**src/hdl/pcp_pkg.sv**
```systemverilog
// ----------------------------------------------------------------------------
// pcp_pkg
// Shared constants, phase codes and helper functions for the capsule parser.
// ----------------------------------------------------------------------------
`default_nettype none

package pcp_pkg;

  localparam int COUNT_BITS  = 24;
  localparam int TOKEN_BYTES = 16;
  localparam int VAL_BITS    = 62;
  localparam int PH_BITS     = 5;

  localparam logic [PH_BITS-1:0] PH_TYPE    = 5'd0;
  localparam logic [PH_BITS-1:0] PH_LEN     = 5'd1;
  localparam logic [PH_BITS-1:0] PH_CONNID  = 5'd2;
  localparam logic [PH_BITS-1:0] PH_HOSTLEN = 5'd3;
  localparam logic [PH_BITS-1:0] PH_HOST    = 5'd4;
  localparam logic [PH_BITS-1:0] PH_PORT    = 5'd5;
  localparam logic [PH_BITS-1:0] PH_DCIDLEN = 5'd6;
  localparam logic [PH_BITS-1:0] PH_DCID    = 5'd7;
  localparam logic [PH_BITS-1:0] PH_SCIDLEN = 5'd8;
  localparam logic [PH_BITS-1:0] PH_SCID    = 5'd9;
  localparam logic [PH_BITS-1:0] PH_VERSION = 5'd10;
  localparam logic [PH_BITS-1:0] PH_RFLAGS  = 5'd11;
  localparam logic [PH_BITS-1:0] PH_DIR     = 5'd12;
  localparam logic [PH_BITS-1:0] PH_ACTION  = 5'd13;
  localparam logic [PH_BITS-1:0] PH_SEQ     = 5'd14;
  localparam logic [PH_BITS-1:0] PH_RETIRE  = 5'd15;
  localparam logic [PH_BITS-1:0] PH_CIDLEN  = 5'd16;
  localparam logic [PH_BITS-1:0] PH_CID     = 5'd17;
  localparam logic [PH_BITS-1:0] PH_TOKEN   = 5'd18;
  localparam logic [PH_BITS-1:0] PH_PFLAGS  = 5'd19;
  localparam logic [PH_BITS-1:0] PH_CIDX    = 5'd20;
  localparam logic [PH_BITS-1:0] PH_PLEN    = 5'd21;
  localparam logic [PH_BITS-1:0] PH_PKT     = 5'd22;
  localparam logic [PH_BITS-1:0] PH_REASON  = 5'd23;
  localparam logic [PH_BITS-1:0] PH_DRAIN   = 5'd24;
  localparam logic [PH_BITS-1:0] PH_ECODE   = 5'd25;
  localparam logic [PH_BITS-1:0] PH_MSGLEN  = 5'd26;
  localparam logic [PH_BITS-1:0] PH_MSG     = 5'd27;
  localparam logic [PH_BITS-1:0] PH_WAIT    = 5'd28;
  localparam logic [PH_BITS-1:0] PH_DONE    = 5'd29;

  localparam logic [2:0] CL_REG   = 3'd0;
  localparam logic [2:0] CL_CIDU  = 3'd1;
  localparam logic [2:0] CL_PKT   = 3'd2;
  localparam logic [2:0] CL_DEREG = 3'd3;
  localparam logic [2:0] CL_ERR   = 3'd4;

  localparam logic [1:0] ST_OK         = 2'd0;
  localparam logic [1:0] ST_INCOMPLETE = 2'd1;
  localparam logic [1:0] ST_MALFORMED  = 2'd2;
  localparam logic [1:0] ST_UNKNOWN    = 2'd3;

  localparam logic [4:0] TAG_TYPE     = 5'd0;
  localparam logic [4:0] TAG_CONNID   = 5'd1;
  localparam logic [4:0] TAG_HOSTLEN  = 5'd2;
  localparam logic [4:0] TAG_HOST     = 5'd3;
  localparam logic [4:0] TAG_PORT     = 5'd4;
  localparam logic [4:0] TAG_DCIDLEN  = 5'd5;
  localparam logic [4:0] TAG_DCID     = 5'd6;
  localparam logic [4:0] TAG_SCIDLEN  = 5'd7;
  localparam logic [4:0] TAG_SCID     = 5'd8;
  localparam logic [4:0] TAG_VERSION  = 5'd9;
  localparam logic [4:0] TAG_RFLAGS   = 5'd10;
  localparam logic [4:0] TAG_DIR      = 5'd11;
  localparam logic [4:0] TAG_ACTION   = 5'd12;
  localparam logic [4:0] TAG_SEQ      = 5'd13;
  localparam logic [4:0] TAG_RETIRE   = 5'd14;
  localparam logic [4:0] TAG_CIDLEN   = 5'd15;
  localparam logic [4:0] TAG_CID      = 5'd16;
  localparam logic [4:0] TAG_TOKEN    = 5'd17;
  localparam logic [4:0] TAG_PFLAGS   = 5'd18;
  localparam logic [4:0] TAG_CIDX     = 5'd19;
  localparam logic [4:0] TAG_PLEN     = 5'd20;
  localparam logic [4:0] TAG_PKT      = 5'd21;
  localparam logic [4:0] TAG_REASON   = 5'd22;
  localparam logic [4:0] TAG_DRAIN    = 5'd23;
  localparam logic [4:0] TAG_ECODE    = 5'd24;
  localparam logic [4:0] TAG_MSGLEN   = 5'd25;
  localparam logic [4:0] TAG_MSG      = 5'd26;
  localparam logic [4:0] TAG_STATUS   = 5'd27;

  localparam logic [2:0] REG_TYPE_REGISTER   = 3'd0;
  localparam logic [2:0] REG_TYPE_CID_UPDATE = 3'd1;
  localparam logic [2:0] REG_TYPE_PACKET     = 3'd2;
  localparam logic [2:0] REG_TYPE_DEREGISTER = 3'd3;
  localparam logic [2:0] REG_TYPE_ERROR      = 3'd4;
  localparam logic [2:0] REG_HOST_LEN_LIMIT  = 3'd5;
  localparam logic [2:0] REG_CID_LEN_LIMIT   = 3'd6;
  localparam logic [2:0] REG_MSG_LEN_LIMIT   = 3'd7;

  localparam logic [7:0] FLAG_COMPRESSED_BIT = 8'h02;

  typedef struct packed {
    logic [COUNT_BITS-1:0] bytes;
    logic [1:0]            status;
    logic [VAL_BITS-1:0]   value;
    logic [4:0]            tag;
    logic                  last;
  } res_t;

  function automatic logic is_varint(input logic [PH_BITS-1:0] p);
    return (p == PH_TYPE) || (p == PH_LEN) || (p == PH_CONNID) || (p == PH_SEQ) ||
           (p == PH_RETIRE) || (p == PH_ECODE);
  endfunction

  function automatic logic is_run(input logic [PH_BITS-1:0] p);
    return (p == PH_HOST) || (p == PH_DCID) || (p == PH_SCID) || (p == PH_CID) ||
           (p == PH_TOKEN) || (p == PH_PKT) || (p == PH_MSG);
  endfunction

  function automatic logic is_fixed(input logic [PH_BITS-1:0] p);
    return !is_varint(p) && !is_run(p) && (p != PH_WAIT) && (p != PH_DONE);
  endfunction

  // byte count loaded on entry to a phase
  function automatic logic [15:0] entry_count(input logic [PH_BITS-1:0] p);
    logic [15:0] w;
    w = 16'd0;
    if (is_fixed(p)) begin
      case (p)
        PH_PORT, PH_PLEN, PH_MSGLEN: w = 16'd2;
        PH_VERSION, PH_DRAIN:        w = 16'd4;
        default:                     w = 16'd1;
      endcase
    end
    return w;
  endfunction

  function automatic logic [4:0] run_tag(input logic [PH_BITS-1:0] p);
    logic [4:0] t;
    case (p)
      PH_HOST:  t = TAG_HOST;
      PH_DCID:  t = TAG_DCID;
      PH_SCID:  t = TAG_SCID;
      PH_CID:   t = TAG_CID;
      PH_TOKEN: t = TAG_TOKEN;
      PH_PKT:   t = TAG_PKT;
      default:  t = TAG_MSG;
    endcase
    return t;
  endfunction

endpackage

`default_nettype wire

```
**src/hdl/proxy_capsule_parser.sv**
```systemverilog
// ----------------------------------------------------------------------------
// proxy_capsule_parser
// Byte-serial parser for one proxy capsule per buffer, with tagged results.
// ----------------------------------------------------------------------------
// One byte is taken per cycle. Each byte updates the parse state in the
// same cycle and queues zero, one or two result items (a field and/or a
// status) in a four-entry output queue; in_tready stays high while the queue
// has room for two items, so with out_tready high the input runs at one item
// per cycle except where bytes yield two results, which drain at one a cycle.
`default_nettype none

module proxy_capsule_parser
  import pcp_pkg::*;
(
  input  wire logic        clk,
  input  wire logic        rst_n,
  input  wire logic        in_tvalid,
  output logic             in_tready,
  input  wire logic [7:0]  in_tdata,    // [7:0] data_byte
  input  wire logic        in_tlast,    // end_of_buffer
  output logic             out_tvalid,
  input  wire logic        out_tready,
  output logic [95:0]      out_tdata,   // field_tag, field_value, parse_status,
                                        // bytes_consumed, zero pad
  output logic             out_tlast,   // capsule_end
  input  wire logic        cfg_we,
  input  wire logic [2:0]  cfg_addr,
  input  wire logic [61:0] cfg_wdata
);

  localparam int QDEPTH = 4;

  logic [VAL_BITS-1:0] type_reg_r, type_cidu_r, type_pkt_r, type_dereg_r, type_err_r;
  logic [7:0]          host_lim_r, cid_lim_r;
  logic [15:0]         msg_lim_r;

  logic [PH_BITS-1:0]    phase_r, phase_nxt;
  logic [2:0]            cls_r, cls_nxt;
  logic [VAL_BITS-1:0]   acc_r, acc_nxt;
  logic [15:0]           left_r, left_nxt;
  logic [VAL_BITS-1:0]   decl_r, decl_nxt;
  logic [COUNT_BITS-1:0] tot_r, tot_nxt;
  logic [COUNT_BITS-1:0] vstart_r, vstart_nxt;
  logic                  comp_r, comp_nxt;
  logic                  fin_r, fin_nxt;

  logic                  in_fire;
  logic                  fld_v, sts_v, fdone;
  logic [4:0]            fld_tag;
  logic [VAL_BITS-1:0]   fld_val;
  logic [1:0]            sts_code;
  logic [COUNT_BITS-1:0] sts_bytes;
  logic [COUNT_BITS-1:0] seen_v, seen_e;
  logic [VAL_BITS-1:0]   v;
  logic [7:0]            b;

  res_t                  q_r [QDEPTH];
  logic [1:0]            wp_r, rp_r;
  logic [2:0]            cnt_r;
  logic                  pop;
  res_t                  f_item, s_item, head;

  assign in_fire   = in_tvalid && in_tready;
  assign in_tready = (cnt_r <= 3'(QDEPTH - 2));
  assign b         = in_tdata;

  always_ff @(posedge clk) begin
    if (!rst_n) begin
      type_reg_r   <= 62'd0;
      type_cidu_r  <= 62'd1;
      type_pkt_r   <= 62'd2;
      type_dereg_r <= 62'd3;
      type_err_r   <= 62'd4;
      host_lim_r   <= 8'd255;
      cid_lim_r    <= 8'd20;
      msg_lim_r    <= 16'd255;
    end else if (cfg_we) begin
      case (cfg_addr)
        REG_TYPE_REGISTER:   type_reg_r   <= cfg_wdata;
        REG_TYPE_CID_UPDATE: type_cidu_r  <= cfg_wdata;
        REG_TYPE_PACKET:     type_pkt_r   <= cfg_wdata;
        REG_TYPE_DEREGISTER: type_dereg_r <= cfg_wdata;
        REG_TYPE_ERROR:      type_err_r   <= cfg_wdata;
        REG_HOST_LEN_LIMIT:  host_lim_r   <= cfg_wdata[7:0];
        REG_CID_LEN_LIMIT:   cid_lim_r    <= cfg_wdata[7:0];
        REG_MSG_LEN_LIMIT:   msg_lim_r    <= cfg_wdata[15:0];
        default: ;
      endcase
    end
  end

  always_comb begin
    phase_nxt  = phase_r;
    cls_nxt    = cls_r;
    acc_nxt    = acc_r;
    left_nxt   = left_r;
    decl_nxt   = decl_r;
    tot_nxt    = tot_r;
    vstart_nxt = vstart_r;
    comp_nxt   = comp_r;
    fin_nxt    = fin_r;
    fld_v      = 1'b0;
    fld_tag    = TAG_TYPE;
    fld_val    = '0;
    sts_v      = 1'b0;
    sts_code   = ST_OK;
    sts_bytes  = '0;
    fdone      = 1'b0;
    seen_v     = '0;
    seen_e     = '0;
    v          = '0;

    if (in_fire) begin
      if (!fin_r && phase_r != PH_DONE) begin
        tot_nxt = (tot_r == {COUNT_BITS{1'b1}}) ? tot_r : tot_r + 1'b1;
        seen_v  = tot_nxt - vstart_r;
        if (phase_r == PH_WAIT) begin
          if (VAL_BITS'(seen_v) >= decl_r) begin
            sts_v     = 1'b1;
            sts_code  = ST_OK;
            sts_bytes = acc_r[COUNT_BITS-1:0];
            phase_nxt = PH_DONE;
            fin_nxt   = 1'b1;
          end
        end else if (is_varint(phase_r)) begin
          if (left_r == 16'd0) begin
            acc_nxt  = {56'd0, b[5:0]};
            left_nxt = 16'((16'd1 << b[7:6]) - 16'd1);
          end else begin
            acc_nxt  = {acc_r[VAL_BITS-9:0], b};
            left_nxt = left_r - 16'd1;
          end
          fdone = (left_nxt == 16'd0);
        end else if (is_fixed(phase_r)) begin
          acc_nxt  = {acc_r[VAL_BITS-9:0], b};
          left_nxt = (left_r != 16'd0) ? left_r - 16'd1 : left_r;
          fdone    = (left_nxt == 16'd0);
        end else if (is_run(phase_r)) begin
          fld_v    = 1'b1;
          fld_tag  = run_tag(phase_r);
          fld_val  = {54'd0, b};
          left_nxt = (left_r != 16'd0) ? left_r - 16'd1 : left_r;
          fdone    = (left_nxt == 16'd0);
        end

        if (fdone) begin
          v = acc_nxt;
          case (phase_r)
            PH_TYPE: begin
              fld_v = 1'b1; fld_tag = TAG_TYPE; fld_val = v;
              if (v == type_reg_r)        cls_nxt = CL_REG;
              else if (v == type_cidu_r)  cls_nxt = CL_CIDU;
              else if (v == type_pkt_r)   cls_nxt = CL_PKT;
              else if (v == type_dereg_r) cls_nxt = CL_DEREG;
              else if (v == type_err_r)   cls_nxt = CL_ERR;
              if (v == type_reg_r || v == type_cidu_r || v == type_pkt_r ||
                  v == type_dereg_r || v == type_err_r) begin
                phase_nxt = PH_LEN; acc_nxt = '0; left_nxt = entry_count(PH_LEN);
              end else begin
                sts_v = 1'b1; sts_code = ST_UNKNOWN; sts_bytes = tot_nxt;
              end
            end
            PH_LEN: begin
              decl_nxt = v; vstart_nxt = tot_nxt;
              phase_nxt = PH_CONNID; acc_nxt = '0; left_nxt = entry_count(PH_CONNID);
            end
            PH_CONNID: begin
              fld_v = 1'b1; fld_tag = TAG_CONNID; fld_val = v;
              case (cls_r)
                CL_REG:   phase_nxt = PH_HOSTLEN;
                CL_CIDU:  phase_nxt = PH_DIR;
                CL_PKT:   phase_nxt = PH_PFLAGS;
                CL_DEREG: phase_nxt = PH_REASON;
                default:  phase_nxt = PH_ECODE;
              endcase
              acc_nxt = '0; left_nxt = entry_count(phase_nxt);
            end
            PH_HOSTLEN: begin
              fld_v = 1'b1; fld_tag = TAG_HOSTLEN; fld_val = v;
              if (v > {54'd0, host_lim_r}) begin
                sts_v = 1'b1; sts_code = ST_MALFORMED; sts_bytes = tot_nxt;
              end else if (v == '0) begin
                phase_nxt = PH_PORT; acc_nxt = '0; left_nxt = entry_count(PH_PORT);
              end else begin
                phase_nxt = PH_HOST; left_nxt = v[15:0];
              end
            end
            PH_HOST: begin
              phase_nxt = PH_PORT; acc_nxt = '0; left_nxt = entry_count(PH_PORT);
            end
            PH_PORT: begin
              fld_v = 1'b1; fld_tag = TAG_PORT; fld_val = v;
              phase_nxt = PH_DCIDLEN; acc_nxt = '0; left_nxt = entry_count(PH_DCIDLEN);
            end
            PH_DCIDLEN: begin
              fld_v = 1'b1; fld_tag = TAG_DCIDLEN; fld_val = v;
              if (v > {54'd0, cid_lim_r}) begin
                sts_v = 1'b1; sts_code = ST_MALFORMED; sts_bytes = tot_nxt;
              end else if (v == '0) begin
                phase_nxt = PH_SCIDLEN; acc_nxt = '0; left_nxt = entry_count(PH_SCIDLEN);
              end else begin
                phase_nxt = PH_DCID; left_nxt = v[15:0];
              end
            end
            PH_DCID: begin
              phase_nxt = PH_SCIDLEN; acc_nxt = '0; left_nxt = entry_count(PH_SCIDLEN);
            end
            PH_SCIDLEN: begin
              fld_v = 1'b1; fld_tag = TAG_SCIDLEN; fld_val = v;
              if (v > {54'd0, cid_lim_r}) begin
                sts_v = 1'b1; sts_code = ST_MALFORMED; sts_bytes = tot_nxt;
              end else if (v == '0) begin
                phase_nxt = PH_VERSION; acc_nxt = '0; left_nxt = entry_count(PH_VERSION);
              end else begin
                phase_nxt = PH_SCID; left_nxt = v[15:0];
              end
            end
            PH_SCID: begin
              phase_nxt = PH_VERSION; acc_nxt = '0; left_nxt = entry_count(PH_VERSION);
            end
            PH_VERSION: begin
              fld_v = 1'b1; fld_tag = TAG_VERSION; fld_val = v;
              phase_nxt = PH_RFLAGS; acc_nxt = '0; left_nxt = entry_count(PH_RFLAGS);
            end
            PH_RFLAGS: begin
              fld_v = 1'b1; fld_tag = TAG_RFLAGS; fld_val = v;
            end
            PH_DIR: begin
              fld_v = 1'b1; fld_tag = TAG_DIR; fld_val = v;
              phase_nxt = PH_ACTION; acc_nxt = '0; left_nxt = entry_count(PH_ACTION);
            end
            PH_ACTION: begin
              fld_v = 1'b1; fld_tag = TAG_ACTION; fld_val = v;
              phase_nxt = PH_SEQ; acc_nxt = '0; left_nxt = entry_count(PH_SEQ);
            end
            PH_SEQ: begin
              fld_v = 1'b1; fld_tag = TAG_SEQ; fld_val = v;
              phase_nxt = PH_RETIRE; acc_nxt = '0; left_nxt = entry_count(PH_RETIRE);
            end
            PH_RETIRE: begin
              fld_v = 1'b1; fld_tag = TAG_RETIRE; fld_val = v;
              phase_nxt = PH_CIDLEN; acc_nxt = '0; left_nxt = entry_count(PH_CIDLEN);
            end
            PH_CIDLEN: begin
              fld_v = 1'b1; fld_tag = TAG_CIDLEN; fld_val = v;
              if (v > {54'd0, cid_lim_r}) begin
                sts_v = 1'b1; sts_code = ST_MALFORMED; sts_bytes = tot_nxt;
              end else if (v != '0) begin
                phase_nxt = PH_CID; left_nxt = v[15:0];
              end
            end
            PH_PFLAGS: begin
              fld_v = 1'b1; fld_tag = TAG_PFLAGS; fld_val = v;
              comp_nxt  = |(v[7:0] & FLAG_COMPRESSED_BIT);
              phase_nxt = comp_nxt ? PH_CIDX : PH_PLEN;
              acc_nxt = '0; left_nxt = entry_count(phase_nxt);
            end
            PH_CIDX: begin
              fld_v = 1'b1; fld_tag = TAG_CIDX; fld_val = v;
              phase_nxt = PH_PLEN; acc_nxt = '0; left_nxt = entry_count(PH_PLEN);
            end
            PH_PLEN: begin
              fld_v = 1'b1; fld_tag = TAG_PLEN; fld_val = v;
              if (v != '0) begin
                phase_nxt = PH_PKT; left_nxt = v[15:0];
              end
            end
            PH_REASON: begin
              fld_v = 1'b1; fld_tag = TAG_REASON; fld_val = v;
              phase_nxt = PH_DRAIN; acc_nxt = '0; left_nxt = entry_count(PH_DRAIN);
            end
            PH_DRAIN: begin
              fld_v = 1'b1; fld_tag = TAG_DRAIN; fld_val = v;
            end
            PH_ECODE: begin
              fld_v = 1'b1; fld_tag = TAG_ECODE; fld_val = v;
              phase_nxt = PH_MSGLEN; acc_nxt = '0; left_nxt = entry_count(PH_MSGLEN);
            end
            PH_MSGLEN: begin
              fld_v = 1'b1; fld_tag = TAG_MSGLEN; fld_val = v;
              if (v > {46'd0, msg_lim_r}) begin
                sts_v = 1'b1; sts_code = ST_MALFORMED; sts_bytes = tot_nxt;
              end else if (v != '0) begin
                phase_nxt = PH_MSG; left_nxt = v[15:0];
              end
            end
            default: ;
          endcase

          // token decision after the cid field
          if ((phase_r == PH_CIDLEN && !sts_v && v == '0) || phase_r == PH_CID) begin
            if (VAL_BITS'(seen_v) < decl_r &&
                VAL_BITS'(seen_v) + VAL_BITS'(TOKEN_BYTES) <= decl_r) begin
              phase_nxt = PH_TOKEN; left_nxt = 16'(TOKEN_BYTES);
            end else begin
              phase_nxt = PH_WAIT;
            end
          end

          // end of fields: close now or wait for the declared length
          if (phase_r == PH_RFLAGS || phase_r == PH_DRAIN || phase_r == PH_TOKEN ||
              phase_r == PH_PKT || phase_r == PH_MSG ||
              (phase_r == PH_PLEN && v == '0) ||
              (phase_r == PH_MSGLEN && !sts_v && v == '0) ||
              (phase_nxt == PH_WAIT && (phase_r == PH_CIDLEN || phase_r == PH_CID))) begin
            if (VAL_BITS'(seen_v) >= decl_r) begin
              sts_v = 1'b1; sts_code = ST_OK; sts_bytes = tot_nxt;
            end else begin
              acc_nxt = VAL_BITS'(tot_nxt); phase_nxt = PH_WAIT;
            end
          end

          if (sts_v) begin
            phase_nxt = PH_DONE; fin_nxt = 1'b1;
          end
        end
      end

      if (in_tlast) begin
        if (!fin_nxt && phase_nxt != PH_DONE) begin
          seen_e    = tot_nxt - vstart_nxt;
          sts_v     = 1'b1;
          sts_bytes = tot_nxt;
          sts_code  = (phase_nxt == PH_TYPE || phase_nxt == PH_LEN ||
                       VAL_BITS'(seen_e) < decl_nxt) ? ST_INCOMPLETE : ST_MALFORMED;
        end
        phase_nxt  = PH_TYPE;
        cls_nxt    = CL_REG;
        acc_nxt    = '0;
        left_nxt   = 16'd0;
        decl_nxt   = '0;
        tot_nxt    = '0;
        vstart_nxt = '0;
        comp_nxt   = 1'b0;
        fin_nxt    = 1'b0;
      end
    end
  end

  always_ff @(posedge clk) begin
    if (!rst_n) begin
      phase_r  <= PH_TYPE;
      cls_r    <= CL_REG;
      acc_r    <= '0;
      left_r   <= 16'd0;
      decl_r   <= '0;
      tot_r    <= '0;
      vstart_r <= '0;
      comp_r   <= 1'b0;
      fin_r    <= 1'b0;
    end else begin
      phase_r  <= phase_nxt;
      cls_r    <= cls_nxt;
      acc_r    <= acc_nxt;
      left_r   <= left_nxt;
      decl_r   <= decl_nxt;
      tot_r    <= tot_nxt;
      vstart_r <= vstart_nxt;
      comp_r   <= comp_nxt;
      fin_r    <= fin_nxt;
    end
  end

  // output queue
  always_comb begin
    f_item        = '0;
    f_item.tag    = fld_tag;
    f_item.value  = fld_val;
    s_item        = '0;
    s_item.tag    = TAG_STATUS;
    s_item.status = sts_code;
    s_item.bytes  = sts_bytes;
    s_item.last   = 1'b1;
  end

  assign head       = q_r[rp_r];
  assign out_tvalid = (cnt_r != 3'd0);
  assign pop        = out_tvalid && out_tready;
  assign out_tdata  = {3'd0, head.bytes, head.status, head.value, head.tag};
  assign out_tlast  = head.last;

  always_ff @(posedge clk) begin
    if (fld_v) q_r[wp_r] <= f_item;
    if (sts_v) q_r[wp_r + 2'(fld_v)] <= s_item;
  end

  always_ff @(posedge clk) begin
    if (!rst_n) begin
      wp_r  <= 2'd0;
      rp_r  <= 2'd0;
      cnt_r <= 3'd0;
    end else begin
      wp_r  <= wp_r + 2'(fld_v) + 2'(sts_v);
      rp_r  <= rp_r + 2'(pop);
      cnt_r <= cnt_r + 3'(fld_v) + 3'(sts_v) - 3'(pop);
    end
  end

`ifndef SYNTH
  a_qbound : assert property (@(posedge clk) disable iff (!rst_n)
    cnt_r <= 3'(QDEPTH))
    else $error("output queue overflow");

  a_eob_clear : assert property (@(posedge clk) disable iff (!rst_n)
    in_fire && in_tlast |=> phase_r == PH_TYPE && !fin_r && tot_r == '0)
    else $error("parse state not cleared at end of buffer");

  a_fin_done : assert property (@(posedge clk) disable iff (!rst_n)
    fin_r |-> phase_r == PH_DONE)
    else $error("finished capsule outside done phase");

  a_status_close : assert property (@(posedge clk) disable iff (!rst_n)
    sts_v && !in_tlast |=> fin_r)
    else $error("status issued without closing the capsule");
`endif

endmodule

`default_nettype wire

```
**config.mk**
```make
export PLATFORM = sky130hd
export DESIGN_NAME = proxy_capsule_parser
export DESIGN_NICKNAME = d
export VERILOG_FILES = /design/src/hdl/pcp_pkg.sv /design/src/hdl/proxy_capsule_parser.sv
export SDC_FILE = /design/constraint.sdc
export NUM_CORES = 2
export LEC_CHECK = 0
export BUFFER_PORTS_ARGS = -buffer_cell sky130_fd_sc_hd__buf_2
export CORE_MARGIN = 2
export CORE_UTILIZATION = 55
export CTS_CLUSTER_DIAMETER = 40
export CTS_CLUSTER_SIZE = 40
export DETAILED_ROUTE_END_ITERATION = 8
export HOLD_SLACK_MARGIN = 0.03
export PLACE_DENSITY = 0.68
export SLEW_MARGIN = 10
export SYNTH_ARGS = -nofsm -noshare
export SYNTH_HDL_FRONTEND = slang
export SYNTH_SLANG_ARGS = --single-unit
```
**constraint.sdc**
```tcl
create_clock -name clk -period 14.8 [get_ports clk]
set_clock_uncertainty 0.15 [all_clocks]
set_input_delay 1.48 -clock clk [delete_from_list [all_inputs] [get_ports clk]]
set_output_delay 1.48 -clock clk [all_outputs]
set_load 0.02 [all_outputs]
```
==> results.cfg <==
[outcome]
status = complete, no violations

[sta]
fmaxAchievable_ghz = 0.0916
rsz0062_at_grt = no
finalHoldViolCount = 0
min_period_over_period_pct = 73.8
fin_crit_ps = 10920
finalSetupViolCount = 0
tightest_slew_ps = 1440
max_slew_margin_pct = 4.26
fin_ws_ps = 3880
tns_ps = 0
report.final.slew_viol_count = 0

[grt]
grt_max_degree = 140
overflow = 0
grtUsageTotal_pct = 45.8
antenna_found_initial = 17
grt_pass1_vias = 50200
grt_pass1_wl_mm = 346

[worst_setup_path]
endpoint_kind = flip-flop
path_common_cell = nor3_1
startpoint_type = flip-flop
max_stage_delay_ps = 800
critical_path.slowest_cell = nand2_1
required_ps = 14880
critPathMaxFanout = 26
cp.arrival_ps = 11000
criticalPathCategory = flip-flop to flip-flop

[yosys]
synth_edf_count = 104
yosysWarnings = 0
ys_dominant_reg_cell = dfxtp_1
synth_top_family_by_area = simple AND/OR/NAND/NOR gates
synth_xor_area_share_pct = 4.74
syn_area_sq_um = 54500
synthDistinctLibCells = 107
syn-instance-count = 6847
synth-seq-cells = 922
synthMuxAreaShare_pct = 5.05
synthSimpleGateAreaFrac_pct = 22.8
syn_area_per_cell_sq_um = 7.96
ys_seq_area_share_pct = 35.8
synth_fa_ha_area_share_pct = 3.70
async_flop_share_pct = 0
synth_compound_gate_area_share_pct = 22.6

[die]
die-area_sq_um = 102000
core_area_sq_um = 98300
rows = 115
pin_count = 178
die_x_microns = 319
start_util_pct = 55.5
fp.dieH_microns = 319

[cts]
numCtsBuffers = 132
ctsResizeCount = 0
insertion_delay_ps = 780
cts_setup_buffers = 0
ctsHoldBuffers = 0
clock-sinks = 922
cts_tree = built
clockBufferDepth = 3
clk_pin_slew_ps = 60
ctsRootBufferMaster = clkbuf_16
htree_levels = 4

[route]
ant_nets = 0
vias_per_cell = 6.67
drt_iter0_drc = 8404
drc = 0
via_count = 54800
wl_per_cell_microns = 29.3
wirelength_mm = 241
drtPass1Iterations = 6

[final_layout]
drive_gt1_share_pct = 11.3
fillers = 8708
nets = 7044
stdcell_count = 8214
layout_common_cells = nand2_1, dfxtp_1, a21oi_1, a21boi_0, nor2_1
syn2layout_area_growth_pct = 11.9
final_common_cell = nand2_1

[place]
io_buffers = 174
hpwl_mm = 169
dpl_worst_slack_ps = 4130
place_congestion = 1.08
placed_cells = 7959

[power_and_ir_drop]
ir_worst_vdd_mv = 0.504
leakagePower_nw = 22.1
powerDensity_nw_per_um2 = 152
p_total_mw = 9.26

[min_path]
min_path_type = flip-flop to flip-flop

[run]
drv_cap = 0
[power breakdown]
part | internal [mW] | switching [mW] | leakage (nW) | total, mW
Sequential | 2.64 | 0.139 | 7.50 | 2.78
Clock | 1.93 | 1.34 | 2.21 | 3.27
Combinational | 0.904 | 2.31 | 12.4 | 3.21
[cell families after synthesis]
family	count (synthesis)
other cells	1
simple gates	2741
fa+ha+maj	159
buf+inv	731
mux	152
flops	922
compound gates	1846
xor+xnor	295
[layer usage]
metal,share of wire (%),track usage [%],wire (microns)
met1,38,60.8,92600
met2,42,66.4,100000
met3,13,12.1,30800
met4,7.1,28.0,17100
met5,0.035,0,84
[flip-flops by register name, indices dropped and copies added (netlist names), 62 cells and up]
| register | cells |
|---|---|
| q_r | 376 |
| type_err_r | 62 |
| type_cidu_r | 62 |
| acc_r | 62 |
| decl_r | 62 |
| type_pkt_r | 62 |
| type_dereg_r | 62 |
| type_reg_r | 62 |
[Yosys cell counts (134+ instances only)]
| library cell | instances | share of area, % |
|---|---|---|
| xnor2_1 | 158 | 2.5 |
| xor2_1 | 137 | 2.2 |
| clkbuf_1 | 389 | 2.7 |
| dfxtp_1 | 818 | 30 |
| and2_1 | 188 | 2.2 |
| o21ai_0 | 262 | 2.4 |
| ha_1 | 155 | 3.6 |
| nor2_1 | 320 | 2.2 |
| nand2_1 | 1522 | 10 |
| inv_1 | 211 | 1.5 |
| a21boi_0 | 344 | 4.7 |
| nor3_1 | 134 | 1.2 |
| a21oi_1 | 504 | 4.6 |
[worst max-delay path: cells and delay by family, from the launching register on]
kind / cells / cell delay (ps)
AND/OR/NAND/NOR: 17 / 4430
flip-flops: 1 / 470
multiplexers: 1 / 300
XOR/XNOR: 2 / 520
buffers and inverters: 2 / 380
AO/OA/AOI/OAI: 12 / 3400
adder cells (fa/ha/maj): 2 / 710
[path summary, 6_finish.rpt]
| kind | from | end | slack (ps) | depth (start not counted) |
|---|---|---|---|---|
| worst max register to register | tot_r[17]$_SDFFE_PN0P_ | q_r[3][74]$_DFFE_PP_ | 3880 | 36 |
| worst min-delay path | q_r[0][0]$_SDFFE_PP1P_ | q_r[0][0]$_SDFFE_PP1P_ | 290 | 2 |
| worst max-delay path | tot_r[17]$_SDFFE_PN0P_ | q_r[3][74]$_DFFE_PP_ | 3880 | 36 |
| worst min register to register | q_r[0][0]$_SDFFE_PP1P_ | q_r[0][0]$_SDFFE_PP1P_ | 290 | 2 |
[through the flow]
stage                     hold WS [ps]  util (%)  instance area, sq um
after global routing               311      62.1                 61000
final                              292      62.1                 61000
after floorplan                    268         -                 54500
after detailed placement           283      57.4                 56400
after CTS                          292      62.1                 61000
after global placement             277      57.4                 56400
[layout make-up]
class	instances	area [sq um]	share of cell area, %
clock inverter	93	1100	1.80
clock buffer	150	3500	5.74
antenna	12	30.0	0.0492
multi-input combinational	5196	32300	53.0
timing repair buffer	339	2130	3.49
tap	1287	1610	2.64
sequential	922	19500	32.0
inverter	215	807	1.32
No activity file was read; power rests on OpenSTA's default activity.
